--- src/text_console_glyph_engine_unit_defines.svh ---
// Assertion macros for the glyph engine
`ifndef TEXT_CONSOLE_GLYPH_ENGINE_UNIT_DEFINES_SVH
`define TEXT_CONSOLE_GLYPH_ENGINE_UNIT_DEFINES_SVH
`ifndef SYNTHESIS
`define TCGE_ASSERT_SAME(label, clk, rst_n, ante, cons, msg) \
    label: assert property (@(posedge clk) disable iff (!(rst_n)) (ante) |-> (cons)) \
        else $error(msg);
`define TCGE_ASSERT_NEXT(label, clk, rst_n, ante, cons, msg) \
    label: assert property (@(posedge clk) disable iff (!(rst_n)) (ante) |=> (cons)) \
        else $error(msg);
`else
`define TCGE_ASSERT_SAME(label, clk, rst_n, ante, cons, msg)
`define TCGE_ASSERT_NEXT(label, clk, rst_n, ante, cons, msg)
`endif
`endif

--- src/tcge_pkg.sv ---
package tcge_pkg;

    localparam int CFG_IDX_W = 1;
    localparam int ALU_W     = 12;

    localparam logic [1:0] OP_WRITE_CHAR = 2'd0;
    localparam logic [1:0] OP_SET_CURSOR = 2'd1;
    localparam logic [1:0] OP_CLEAR      = 2'd2;
    localparam logic [1:0] OP_LOAD_FONT  = 2'd3;

    localparam logic [1:0] CMD_DRAW   = 2'd0;
    localparam logic [1:0] CMD_SCROLL = 2'd1;
    localparam logic [1:0] CMD_CLEAR  = 2'd2;

    localparam logic [CFG_IDX_W-1:0] REG_SCREEN_COLS = 1'b0;
    localparam logic [CFG_IDX_W-1:0] REG_SCREEN_ROWS = 1'b1;

    localparam logic [7:0] COLS_RESET = 8'd80;
    localparam logic [7:0] ROWS_RESET = 8'd30;

    localparam logic [7:0] CH_NL  = 8'h0A;
    localparam logic [7:0] CH_CR  = 8'h0D;
    localparam logic [7:0] CH_TAB = 8'h09;

    localparam logic [ALU_W-1:0] TAB_STEP = 12'd8;

    typedef struct packed {
        logic [ALU_W-1:0] a;
        logic [ALU_W-1:0] b;
        logic [ALU_W-1:0] lim;
        logic             align;
    } t_alu_req;

    typedef struct packed {
        logic [ALU_W-1:0] res;
        logic             ge;
    } t_alu_rsp;

endpackage

--- src/tcge_alu.sv ---
module tcge_alu import tcge_pkg::*; (
    input  t_alu_req i_req,
    output t_alu_rsp o_rsp
);

    logic [ALU_W-1:0] sum;
    logic [ALU_W-1:0] res;

    assign sum = i_req.a + i_req.b;
    // align rounds down to a tab stop
    assign res = i_req.align ? {sum[ALU_W-1:3], 3'b000} : sum;

    assign o_rsp.res = res;
    assign o_rsp.ge  = (res >= i_req.lim);

endmodule

--- config.mk ---
export PLATFORM = sky130hd
export DESIGN_NAME = tcge_alu
export DESIGN_NICKNAME = d
export VERILOG_FILES = /design/src/text_console_glyph_engine_unit_defines.svh /design/src/tcge_pkg.sv /design/src/tcge_alu.sv
export SDC_FILE = /design/constraint.sdc
export NUM_CORES = 1
export LEC_CHECK = 0
export BUFFER_PORTS_ARGS = -buffer_cell sky130_fd_sc_hd__buf_4
export CORE_ASPECT_RATIO = 1.5
export CORE_MARGIN = 4
export CORE_UTILIZATION = 35
export DETAILED_ROUTE_END_ITERATION = 10
export PLACE_DENSITY = 0.79
export SYNTH_ARGS = -nofsm -noshare
export SYNTH_HDL_FRONTEND = slang
export SYNTH_SLANG_ARGS = --single-unit
--- constraint.sdc ---
create_clock -name vclk -period 3
set_clock_uncertainty 0.1 [all_clocks]
set_input_delay 0.3 -clock vclk [all_inputs]
set_output_delay 0.3 -clock vclk [all_outputs]
set_load 0.02 [all_outputs]
==> results list, run 1 <==
* Run status: finished, violations left
* Violated checks: negative setup slack
* P_sw: 193 uW
- Summed over all cells, the static leakage comes to 0.000746 uW.
- The share of the Yosys chip area taken by registers is 0%.
* Via count of the first global-routing pass: 964
- The cell area that synthesis handed to floorplanning was 752 um^2.
- Number of standard-cell rows in the floorplan: 20
- Die area: 2970 um^2
- The first global-routing pass estimated 3780 um of wire.
* Most common cell after layout, fill and taps aside: sky130_fd_sc_hd__buf_4
- Cell internal power was estimated by the tool at 211 uW.
- Dividing the detail-routed via count by the number of cells gives 5.19.
- Static timing analysis puts the maximum clock frequency at 328 MHz.
- A synthesized cell averages 7.83 um^2.
* Maxcap violations: 0
- Number of I/O port buffers: 50
- Max-slew violation count: 0
* Worst-margin pin slew: 0.282 ns
- First-pass iteration count of the detailed router: 4
* Critical path arrival: 2.65 ns
* Cell breakdown of the critical path: buf_6 -> ha_4 -> fa_2 -> buf_4 -> xnor2_1 -> nor2_1 -> ha_1 -> a211o_1 -> a31oi_1 -> nor3_1 -> a211oi_1 -> o21ai_2 -> buf_6
* Tightest Hold Check Type: input port to primary output
- Final critical-path required period: 3.05 ns
- VDD sags by at most 0.150 mV.
* Portion of total power attributed to sequential cells: 0%
* Initial antenna violation count: 0
* Routed wire per std cell: 12.5 um
- I/O pins: 50
- The count of nets left with antenna violations once routing finished came out at 0.
* DIE WIDTH: 45.8 um
* Cell area power density: 299 nW/um^2
* Commonest cells after routing, fill and taps aside: sky130_fd_sc_hd__buf_4 (62), sky130_fd_sc_hd__ha_1 (22), sky130_fd_sc_hd__inv_1 (13)
* Net count reported at finish: 224
* Max_slew headroom: 81.1%
- Clock buffers in the final layout number 0.
- The core region is 2030 um^2.
- Core utilization of the finished layout: 66.7%
* RSZ-0062 raised after global routing: yes
- Clock group share of total power: 0%
- In this run the worst path has a maximum fanout of 2.
- Area Overhead vs Synth: 79.7%
- Count of unique library cells instantiated by Yosys: 27
* Post-synthesis instance total: 96
- In the final layout, the share of cells above drive strength 1 is 50.9%.
* Summed area of non-filler cells in the final layout: 1350 um^2
- Global Route Usage Sum: 15.7%
* Comb pwr share: 100.0%
- Total congestion overflow after global routing: 0
* Final WS setup: -0.0476 ns
* Total number of yosys warnings: 0
- Net count after synthesis: 157
- Endpoint kind of the worst setup timing path: primary output
- Sequential cell area: 0 um^2
- The cell that appears most often on the critical path is sky130_fd_sc_hd__buf_6.
- The congestion estimate from routability-driven global placement came to 0.807.
- Overall via count from detail_route: 949
* Sequential cell count: 0
* Vertical extent of the die: 64.8 um
- Crit-path max cell delay: 0.37 ns
- Worst endpoint required time: 2.60 ns
- Net switching is 47.7% of the power.
- For this configuration, the core starts out at a cell density of 37.1%.
* Critical path start-end classification: input port to primary output
* Setup-failing EPs final: 1
- Slowest stage cell, crit path: sky130_fd_sc_hd__fa_2
- Of the available clock period, the critical path in the final layout requires 102%.
* Cell Area, Placed: 1290 um^2
- The total count of hold-check failures in the final report is 0.
* 1st-iter DRT viols: 8
- DRC violation count after routing: 0
- Entering global routing, the biggest net connects 6 pins.
- The worst setup path is launched from an input port.
- The routed design has 2290 um of wire.
- The repair_antennas step left the layout with diodes totalling 0.
through the flow:
step | setup WS [ns] | total power [uW] | std cells | TNS, ns | hold WS [ns]
floorplan | 0.0229 | 217 | 96 | 0 | 0.587
global placement | -0.175 | 375 | 182 | -0.175 | 0.796
detailed placement | -0.236 | 388 | 182 | -0.236 | 0.791
CTS | -0.0818 | 401 | 183 | -0.0818 | 0.792
global route | -0.172 | 443 | 183 | -0.172 | 0.816
finish | -0.0476 | 404 | 183 | -0.0476 | 0.808
critical path, delay by kind of cell:
| kind | cells | cell delay (ns) |
|---|---|---|
| and+or+nand+nor | 2 | 0.27 |
| adders and majority gates | 3 | 0.82 |
| AOI/OAI and AO/OA | 4 | 0.78 |
| xor gates and xnor gates | 1 | 0.12 |
| buffers and inverters | 3 | 0.38 |
routing by layer:
layer / vias to the layer above / share of wire [%] / GRT usage, %
li1: 482 / - / -
met1: 431 / 31 / 15.5
met2: 34 / 59 / 32.4
met3: 2 / 8.8 / 1.67
met4: 0 / 0.61 / 2.14
met5: - / 0 / 0
Yosys cell counts (all sizes together):
cell type | count | area (um^2)
ha | 23 | 288
nor3 | 1 | 5.00
nor2b | 2 | 12.5
nand2b | 2 | 12.5
o2111ai | 1 | 8.76
xor2 | 2 | 17.5
xnor2 | 9 | 78.8
a21o | 6 | 45.0
nand4 | 3 | 18.8
inv | 13 | 48.8
a211o | 1 | 8.76
a311oi | 1 | 8.76
o21bai | 1 | 7.51
nand3 | 3 | 15.0
nor2 | 4 | 15.0
a21oi | 7 | 35.0
a2111oi | 1 | 15.0
or3 | 1 | 6.26
nand2 | 4 | 15.0
a31oi | 2 | 12.5
a31o | 1 | 8.76
o21ai | 5 | 28.8
fa | 1 | 20.0
a211oi | 2 | 20.0
power by group through the flow:
stage / registers, uW / clock network, uW / logic, uW
6_report: 0 / 0 / 404
5_1_grt: 0 / 0 / 443
4_1_cts: 0 / 0 / 401
3_5_place_dp: 0 / 0 / 388
3_3_place_gp: 0 / 0 / 375
2_1_floorplan: 0 / 0 / 217
kinds of logic (layout without fill, tap and decap cells):
family	after synthesis	in the layout	synth area share, %
AND/OR/NAND/NOR	20	20	13.3
buffers and inverters	13	78	6.49
XOR/XNOR	11	11	12.8
AO/OA/AOI/OAI	28	28	26.5
adder cells (fa/ha/maj)	24	24	40.9
final cells by class:
type / count / area (um^2)
multi-input combinational: 83 / 776
fill: 181 / 676
timing repair buffer: 65 / 499
inverter: 13 / 48.8
tap: 22 / 27.5
worst paths after layout:
check	start	slack, ns	end	cells past startpoint
hold / removal	i_req[0]	0.81	o_rsp[2]	3
setup / recovery	i_req[25]	-0.05	o_rsp[0]	13
repair_timing:
action / 4_1_cts / 5_1_grt
cloned: 0 / 0
setup buffers: 1 / 0
pin swaps: 11 / 4
endpoints found under the setup margin: 1 / 1
gates resized for setup: 7 / 5
hold buffers: 0 / 0
endpoints found under the hold margin: 0 / 0
No activity file was read; power rests on OpenSTA's default activity.
==> inputs of run 2 (changes only) <==
==> constraint.sdc (replaced) <==
create_clock -name vclk -period 4
set_clock_uncertainty 0.1 [all_clocks]
set_input_delay 0.4 -clock vclk [all_inputs]
set_output_delay 0.4 -clock vclk [all_outputs]
set_load 0.02 [all_outputs]
==> run 2 against run 1 <==
Net effect: the run now ends clean; global-route usage fell by 2.1 points; utilization shrank 9.7 points; via count down 5.9%; critical path depth unchanged; final area is 15% lower; sequential share of layout area is the same; combinational power is 38% lower; count of clock-buffer cells in the layout is the same; non-clock buffer count down 15; flip-flop and latch count unchanged; wire length fell by 8.8%; highest routed layer is now met3.
==> results list, run 2 (same netlist as run 1, synthesis figures left out) <==
* Run status: finished, final reports clean (was finished, violations left)
- The total count of hold-check failures in the final report is 0 (unchanged).
* Aggregate routed wire length: 2090 um (was 2290 um)
* Via-per-instance ratio: 5.32 (was 5.19)
* Final Cycle Share: 86.5%
* Stages on the worst setup path: 13 (unchanged)
* Maxcap violations: 0 (unchanged)
- The reported net switching power came to 129 uW (was 193 uW).
- Critical path start-end classification: input port to primary output (unchanged)
* Initial antenna violation count: 0 (unchanged)
- The global router's overall resource usage is 13.6% (was 15.7%).
* Leakage: 0.000650 uW (was 0.000746 uW)
* # Post-CTS Setup Buffers: 0 (was 1)
- Final antenna diode count: 0 (unchanged)
- The count of port buffers added during placement was 50 (unchanged).
- The arrival time at the worst endpoint was 2.96 ns (was 2.65 ns).
- Layout clock buffers: 0 (unchanged)
- Number of standard-cell rows in the floorplan: 20 (unchanged)
* Worst endpoint required time: 3.50 ns (was 2.60 ns)
- The total power per unit cell area came to 217 nW/um^2 (was 299 nW/um^2).
* RSZ-0062 raised after global routing: no (was yes)
- Achievable frequency: 289 MHz
- Cell-internal power: 121 uW (was 211 uW)
* Hold Path Depth: 3 (unchanged)
* Sequential cell area: 0 um^2 (unchanged)
- The area growth from synthesis to layout came to 53.6% (was 79.7%).
* Overall via count from detail_route: 893 (was 949)
- The classification of the worst-slack hold path is input port to primary output (unchanged).
- Die area: 2970 um^2 (unchanged)
- ANT nets after route: 0 (unchanged)
- Crit-path max cell delay: 0.44 ns (was 0.37 ns)
* Via count of the first global-routing pass: 877 (was 964)
- The worst hold slack is 0.989 ns (was 0.808 ns).
- The commonest non-fill, non-tap cell in the layout was sky130_fd_sc_hd__buf_4 (unchanged).
- The chip width is 45.8 um (unchanged).
* CTS-repair resized insts: 0 (was 7)
* Placed wire-length estimate after detailed placement: 1940 um
- The final worst setup slack was 0.539 ns (was -0.0476 ns).
- Placement Setup Slack: 0.515 ns (was -0.236 ns)
- Worst Path Max Fanout: 3 (was 2)
- The startpoint type of the worst setup path is an input port (unchanged).
- Fraction of power spent switching nets: 51.5% (was 47.7%)
* Starting utilization of the core area: 37.1% (unchanged)
- The final global-route overflow total is 0 (unchanged).
- Routed wire per std cell: 12.4 um (was 12.5 um)
- The total count of max-transition violations in the final report came to 0 (unchanged).
- Largest net degree at the start of global routing: 7 (was 6)
- The net total in the final layout was 209 (was 224).
- Subtracting the final worst setup slack from the clock period gives 3.46 ns.
- The final setup TNS is 0 ns (was -0.0476 ns).
* Core utilization of the finished layout: 57.0% (was 66.7%)
- The sort of element at the end of the critical path was a primary output (unchanged).
- The cell family with the largest share of critical-path delay is compound AO/OA/AOI/OAI gates (was adder cells).
- Hold-fix buffer count after cts: 0 (unchanged)
- The first-pass detailed-route iteration total came to 4 (unchanged).
- The final sequential cell count is 0 (unchanged).
- The maximum ir drop on the vdd rail was 0.0963 mV (was 0.150 mV).
* WP buf/inv: 2 (was 3)
- Core box area: 2030 um^2 (unchanged)
- The relative max-transition margin was 75.0% (was 81.1%).
- 1st-iter DRT viols: 18 (was 8)
- Commonest cells after routing, fill and taps aside: sky130_fd_sc_hd__buf_4 (50), sky130_fd_sc_hd__ha_1 (23), sky130_fd_sc_hd__inv_1 (13) (was sky130_fd_sc_hd__buf_4 (62), sky130_fd_sc_hd__ha_1 (22), sky130_fd_sc_hd__inv_1 (13))
- Worst-margin pin slew: 0.374 ns (was 0.282 ns)
* First-pass GRT wire length: 3320 um (was 3780 um)
* Vertical extent of the die: 64.8 um (unchanged)
- Cell breakdown of the critical path: buf_4 -> ha_1 -> fa_1 -> a211oi_2 -> o21ai_2 -> a2111oi_2 -> or3_1 -> xnor2_1 -> ha_1 -> a21o_1 -> a21oi_1 -> o21ai_0 -> buf_4 (was buf_6 -> ha_4 -> fa_2 -> buf_4 -> xnor2_1 -> nor2_1 -> ha_1 -> a211o_1 -> a31oi_1 -> nor3_1 -> a211oi_1 -> o21ai_2 -> buf_6).
- RD Place Congestion: 0.814 (was 0.807)
- Comb pwr share: 100.0% (about the same)
- The final routed DRC violation total is 0 (unchanged).
- Slowest stage cell, crit path: sky130_fd_sc_hd__fa_1 (was sky130_fd_sc_hd__fa_2)
* Clock group share of total power: 0% (about the same)
* Setup-failing EPs final: 0 (was 1)
* Fraction of final layout cells sized beyond drive strength 1: 37.0% (was 50.9%)
- The sequential cell fraction of total power came to 0% (about the same).
- The count of pins on the block boundary is 50 (unchanged).
[run 2: cell count changes in the layout (fill, tap and decap cells not counted), moves of 2 or more]
cell                      delta
sky130_fd_sc_hd__xnor2_2     -2
sky130_fd_sc_hd__a21oi_2     -4
sky130_fd_sc_hd__buf_4      -12
sky130_fd_sc_hd__xnor2_1     +2
sky130_fd_sc_hd__o21ai_2     -2
sky130_fd_sc_hd__a21oi_1     +4
sky130_fd_sc_hd__buf_6       -3
[run 2: routing by layer]
metal / GRT usage (%) / wire (um) / vias to the layer above
met5: 0 / 0 / -
met3: 0.556 / 178 / 0
met4: 0 / 0 / 0
met1: 14.9 / 726 / 410
met2: 27.9 / 1180 / 32
li1: - / - / 451
[run 2: power by group through the flow]
stage	Sequential [uW]	Combinational, uW	Clock (uW)
3_5_place_dp	0	252	0
4_1_cts	0	253	0
6_report	0	250	0
5_1_grt	0	273	0
2_1_floorplan	0	154	0
3_3_place_gp	0	244	0
[run 2: through the flow]
step	total power, uW	std cells	area, um^2
2_1_floorplan	154	96	752
3_3_place_gp	244	168	1150
3_5_place_dp	252	168	1150
4_1_cts	253	168	1150
5_1_grt	273	168	1150
6_report	250	168	1150
[run 2: worst min-delay path, cell delays in order]
cell and delay [ns]:
sky130_fd_sc_hd__buf_4 0.09, sky130_fd_sc_hd__nor2_1 0.05, sky130_fd_sc_hd__buf_4 0.15
[run 2: path summary, 6_finish.rpt]
kind	start	end	slack, ns
setup / recovery	i_req[13]	o_rsp[0]	0.54
hold / removal	i_req[0]	o_rsp[3]	0.99
[run 2: area by class of cell]
cell class / count / area, um^2
Fill cell: 210 / 872
Multi-Input combinational cell: 83 / 703
Timing Repair Buffer: 50 / 375
Inverter: 13 / 48.8
Tap cell: 22 / 27.5
==> inputs of run 3 (changes only) <==
--- a/config.mk
+++ b/config.mk
@@ -10,6 +10,7 @@
 export CORE_MARGIN = 4
 export CORE_UTILIZATION = 35
 export DETAILED_ROUTE_END_ITERATION = 10
+export GPL_TIMING_DRIVEN = 0
 export PLACE_DENSITY = 0.79
 export SYNTH_ARGS = -nofsm -noshare
 export SYNTH_HDL_FRONTEND = slang
==> run 3 against run 2 <==
Net effect: flip-flop and latch count unchanged; worst setup slack got worse by 0.076 ns; critical path depth unchanged; non-clock buffer count unchanged; utilization unchanged; fmax decreased by 2.2%; via count decreased by 0.67%; sequential share of layout area unchanged; first-iteration DRC count decreased by 83%; die area unchanged; largest cell class unchanged.
==> results list, run 3 (same netlist as run 1, synthesis figures left out) <==
* Achievable frequency: 283 MHz (was 289 MHz)
* Worst endpoint required time: 3.50 ns (about the same)
- Number of standard-cell rows in the floorplan: 20 (unchanged)
- The net total in the final layout is 209 (unchanged).
- The total length of routed wires was 2040 um (was 2090 um).
* Setup-failing EPs final: 0 (unchanged)
* Routed wire per std cell: 12.1 um (was 12.4 um)
* Vertical extent of the die: 64.8 um (unchanged)
* P_sw: 127 uW (was 129 uW)
- The global router's overall resource usage was 14.0% (was 13.6%).
- The slew at the pin with the worst max-slew slack came to 0.356 ns (was 0.374 ns).
- The count of pins on the block boundary is 50 (unchanged).
* Total congestion overflow after global routing: 0 (unchanged)
- Critical path start-end classification: input port to primary output (unchanged)
- The count of port buffers added during placement is 50 (unchanged).
- The commonest non-fill, non-tap cell in the layout was sky130_fd_sc_hd__buf_4 (unchanged).
* RSZ-0062 raised after global routing: no (unchanged)
- The sort of element at the end of the critical path was a primary output (unchanged).
- The clock network power share is 0% (about the same).
- CTS-repair resized insts: 0 (unchanged)
- Core box area: 2030 um^2 (unchanged)
- Initial antenna violation count: 0 (unchanged)
- Sequential cell area: 0 um^2 (unchanged)
* Hold-fix buffer count after cts: 0 (unchanged)
- The overall via count from detail_route is 887 (was 893).
- The startpoint type of the worst setup path is an input port (unchanged).
- Max-slew violation count: 0 (unchanged)
* DIE WIDTH: 45.8 um (unchanged)
- The sequential cell fraction of total power was 0% (about the same).
* Final critical-path required period: 3.54 ns (was 3.46 ns)
- The total count of hold-check failures in the final report was 0 (unchanged).
- Critical path arrival: 3.04 ns (was 2.96 ns)
* Final Cycle Share: 88.4% (was 86.5%)
- Run status: finished, final reports clean (unchanged)
- The number of vias per cell after detailed routing came to 5.28 (was 5.32).
* Total negative slack: 0 ns (unchanged)
* Fraction of final layout cells sized beyond drive strength 1: 37.0% (unchanged)
* Cell Area, Placed: 1150 um^2 (unchanged)
- Area Overhead vs Synth: 53.6% (unchanged)
- Peak supply drop: 0.0992 mV (was 0.0963 mV)
- Layout clock buffers: 0 (unchanged)
* Sequential cell count: 0 (unchanged)
* Tightest Hold Check Type: input port to primary output (unchanged)
* Leakage: 0.000650 uW (unchanged)
- The via count of the first global-routing pass came to 879 (was 877).
- Commonest cells after routing, fill and taps aside: sky130_fd_sc_hd__buf_4 (50), sky130_fd_sc_hd__ha_1 (23), sky130_fd_sc_hd__inv_1 (13) (unchanged).
- The number of nets with antenna violations after routing is 0 (unchanged).
* First-pass iteration count of the detailed router: 2 (was 4)
- The cell area after layout came to 1150 um^2 (unchanged).
- The final routed DRC violation total was 0 (unchanged).
* Fraction of power spent switching nets: 51.3% (was 51.5%)
* Comb pwr share: 100.0% (about the same)
- Starting utilization of the core area: 37.1% (unchanged)
- Die area: 2970 um^2 (unchanged)
- The first-pass GRT wire length was 3400 um (was 3320 um).
- RD Place Congestion: 0.786 (was 0.814)
- # Post-CTS Setup Buffers: 0 (unchanged)
* Cell-internal power: 121 uW (about the same)
- Placed wire-length estimate after detailed placement: 1910 um (was 1940 um)
* Placement Setup Slack: 0.474 ns (was 0.515 ns)
* Worst Path Max Fanout: 3 (unchanged)
* Largest net degree at the start of global routing: 7 (unchanged)
- Max_slew headroom: 76.2% (was 75.0%)
- Maxcap violations: 0 (unchanged)
* Cell area power density: 215 nW/um^2 (was 217 nW/um^2)
- The number of DRC markers in iteration 0 is 3 (was 18).
- The final worst setup slack is 0.463 ns (was 0.539 ns).
* Final antenna diode count: 0 (unchanged)
==> run 3: cell counts in the layout (fill, tap and decap cells not counted) <==
Identical to the previous run, type by type.
==> run 3: worst max-delay path: stages <==
cell	delay, ns
sky130_fd_sc_hd__buf_4	0.11
sky130_fd_sc_hd__ha_1	0.22
sky130_fd_sc_hd__fa_1	0.43
sky130_fd_sc_hd__a211oi_2	0.24
sky130_fd_sc_hd__o21ai_2	0.12
sky130_fd_sc_hd__a2111oi_2	0.35
sky130_fd_sc_hd__or3_1	0.17
sky130_fd_sc_hd__xnor2_1	0.15
sky130_fd_sc_hd__ha_1	0.29
sky130_fd_sc_hd__a21o_1	0.17
sky130_fd_sc_hd__a21oi_1	0.14
sky130_fd_sc_hd__o21ai_0	0.09
sky130_fd_sc_hd__buf_4	0.16
==> run 3: layout make-up <==
class,instances,area [um^2]
Fill cell,185,872
Inverter,13,48.8
Multi-Input combinational cell,83,703
Tap cell,22,27.5
Timing Repair Buffer,50,375
==> run 3: worst paths after layout <==
| check | from | endpoint | slack [ns] | cells after the start |
|---|---|---|---|---|
| setup / recovery | i_req[13] | o_rsp[0] | 0.46 | 13 |
| hold / removal | i_req[0] | o_rsp[3] | 0.99 | 3 |
==> run 3: power by group through the flow <==
stage	Combinational, uW	Clock (uW)	Sequential (uW)
3_5_place_dp	250	0	0
5_1_grt	276	0	0
2_1_floorplan	154	0	0
6_report	248	0	0
3_3_place_gp	243	0	0
4_1_cts	251	0	0
==> run 3: per-stage QoR <==
step	power (uW)	cells	hold slack (ns)	utilization, %
after detailed placement	250	168	0.992	57.0
final	248	168	0.994	57.0
after floorplan	154	96	0.787	-
after global placement	243	168	0.992	57.0
after CTS	251	168	0.993	57.0
after global routing	276	168	1.01	57.0
==> run 3: routing by layer <==
layer	vias up	global-route usage [%]	share of wire [%]
met1	400	14.9	34
met4	0	1.07	0.69
met5	-	0	0
met3	2	0.833	9.6
li1	454	-	-
met2	31	28.6	56
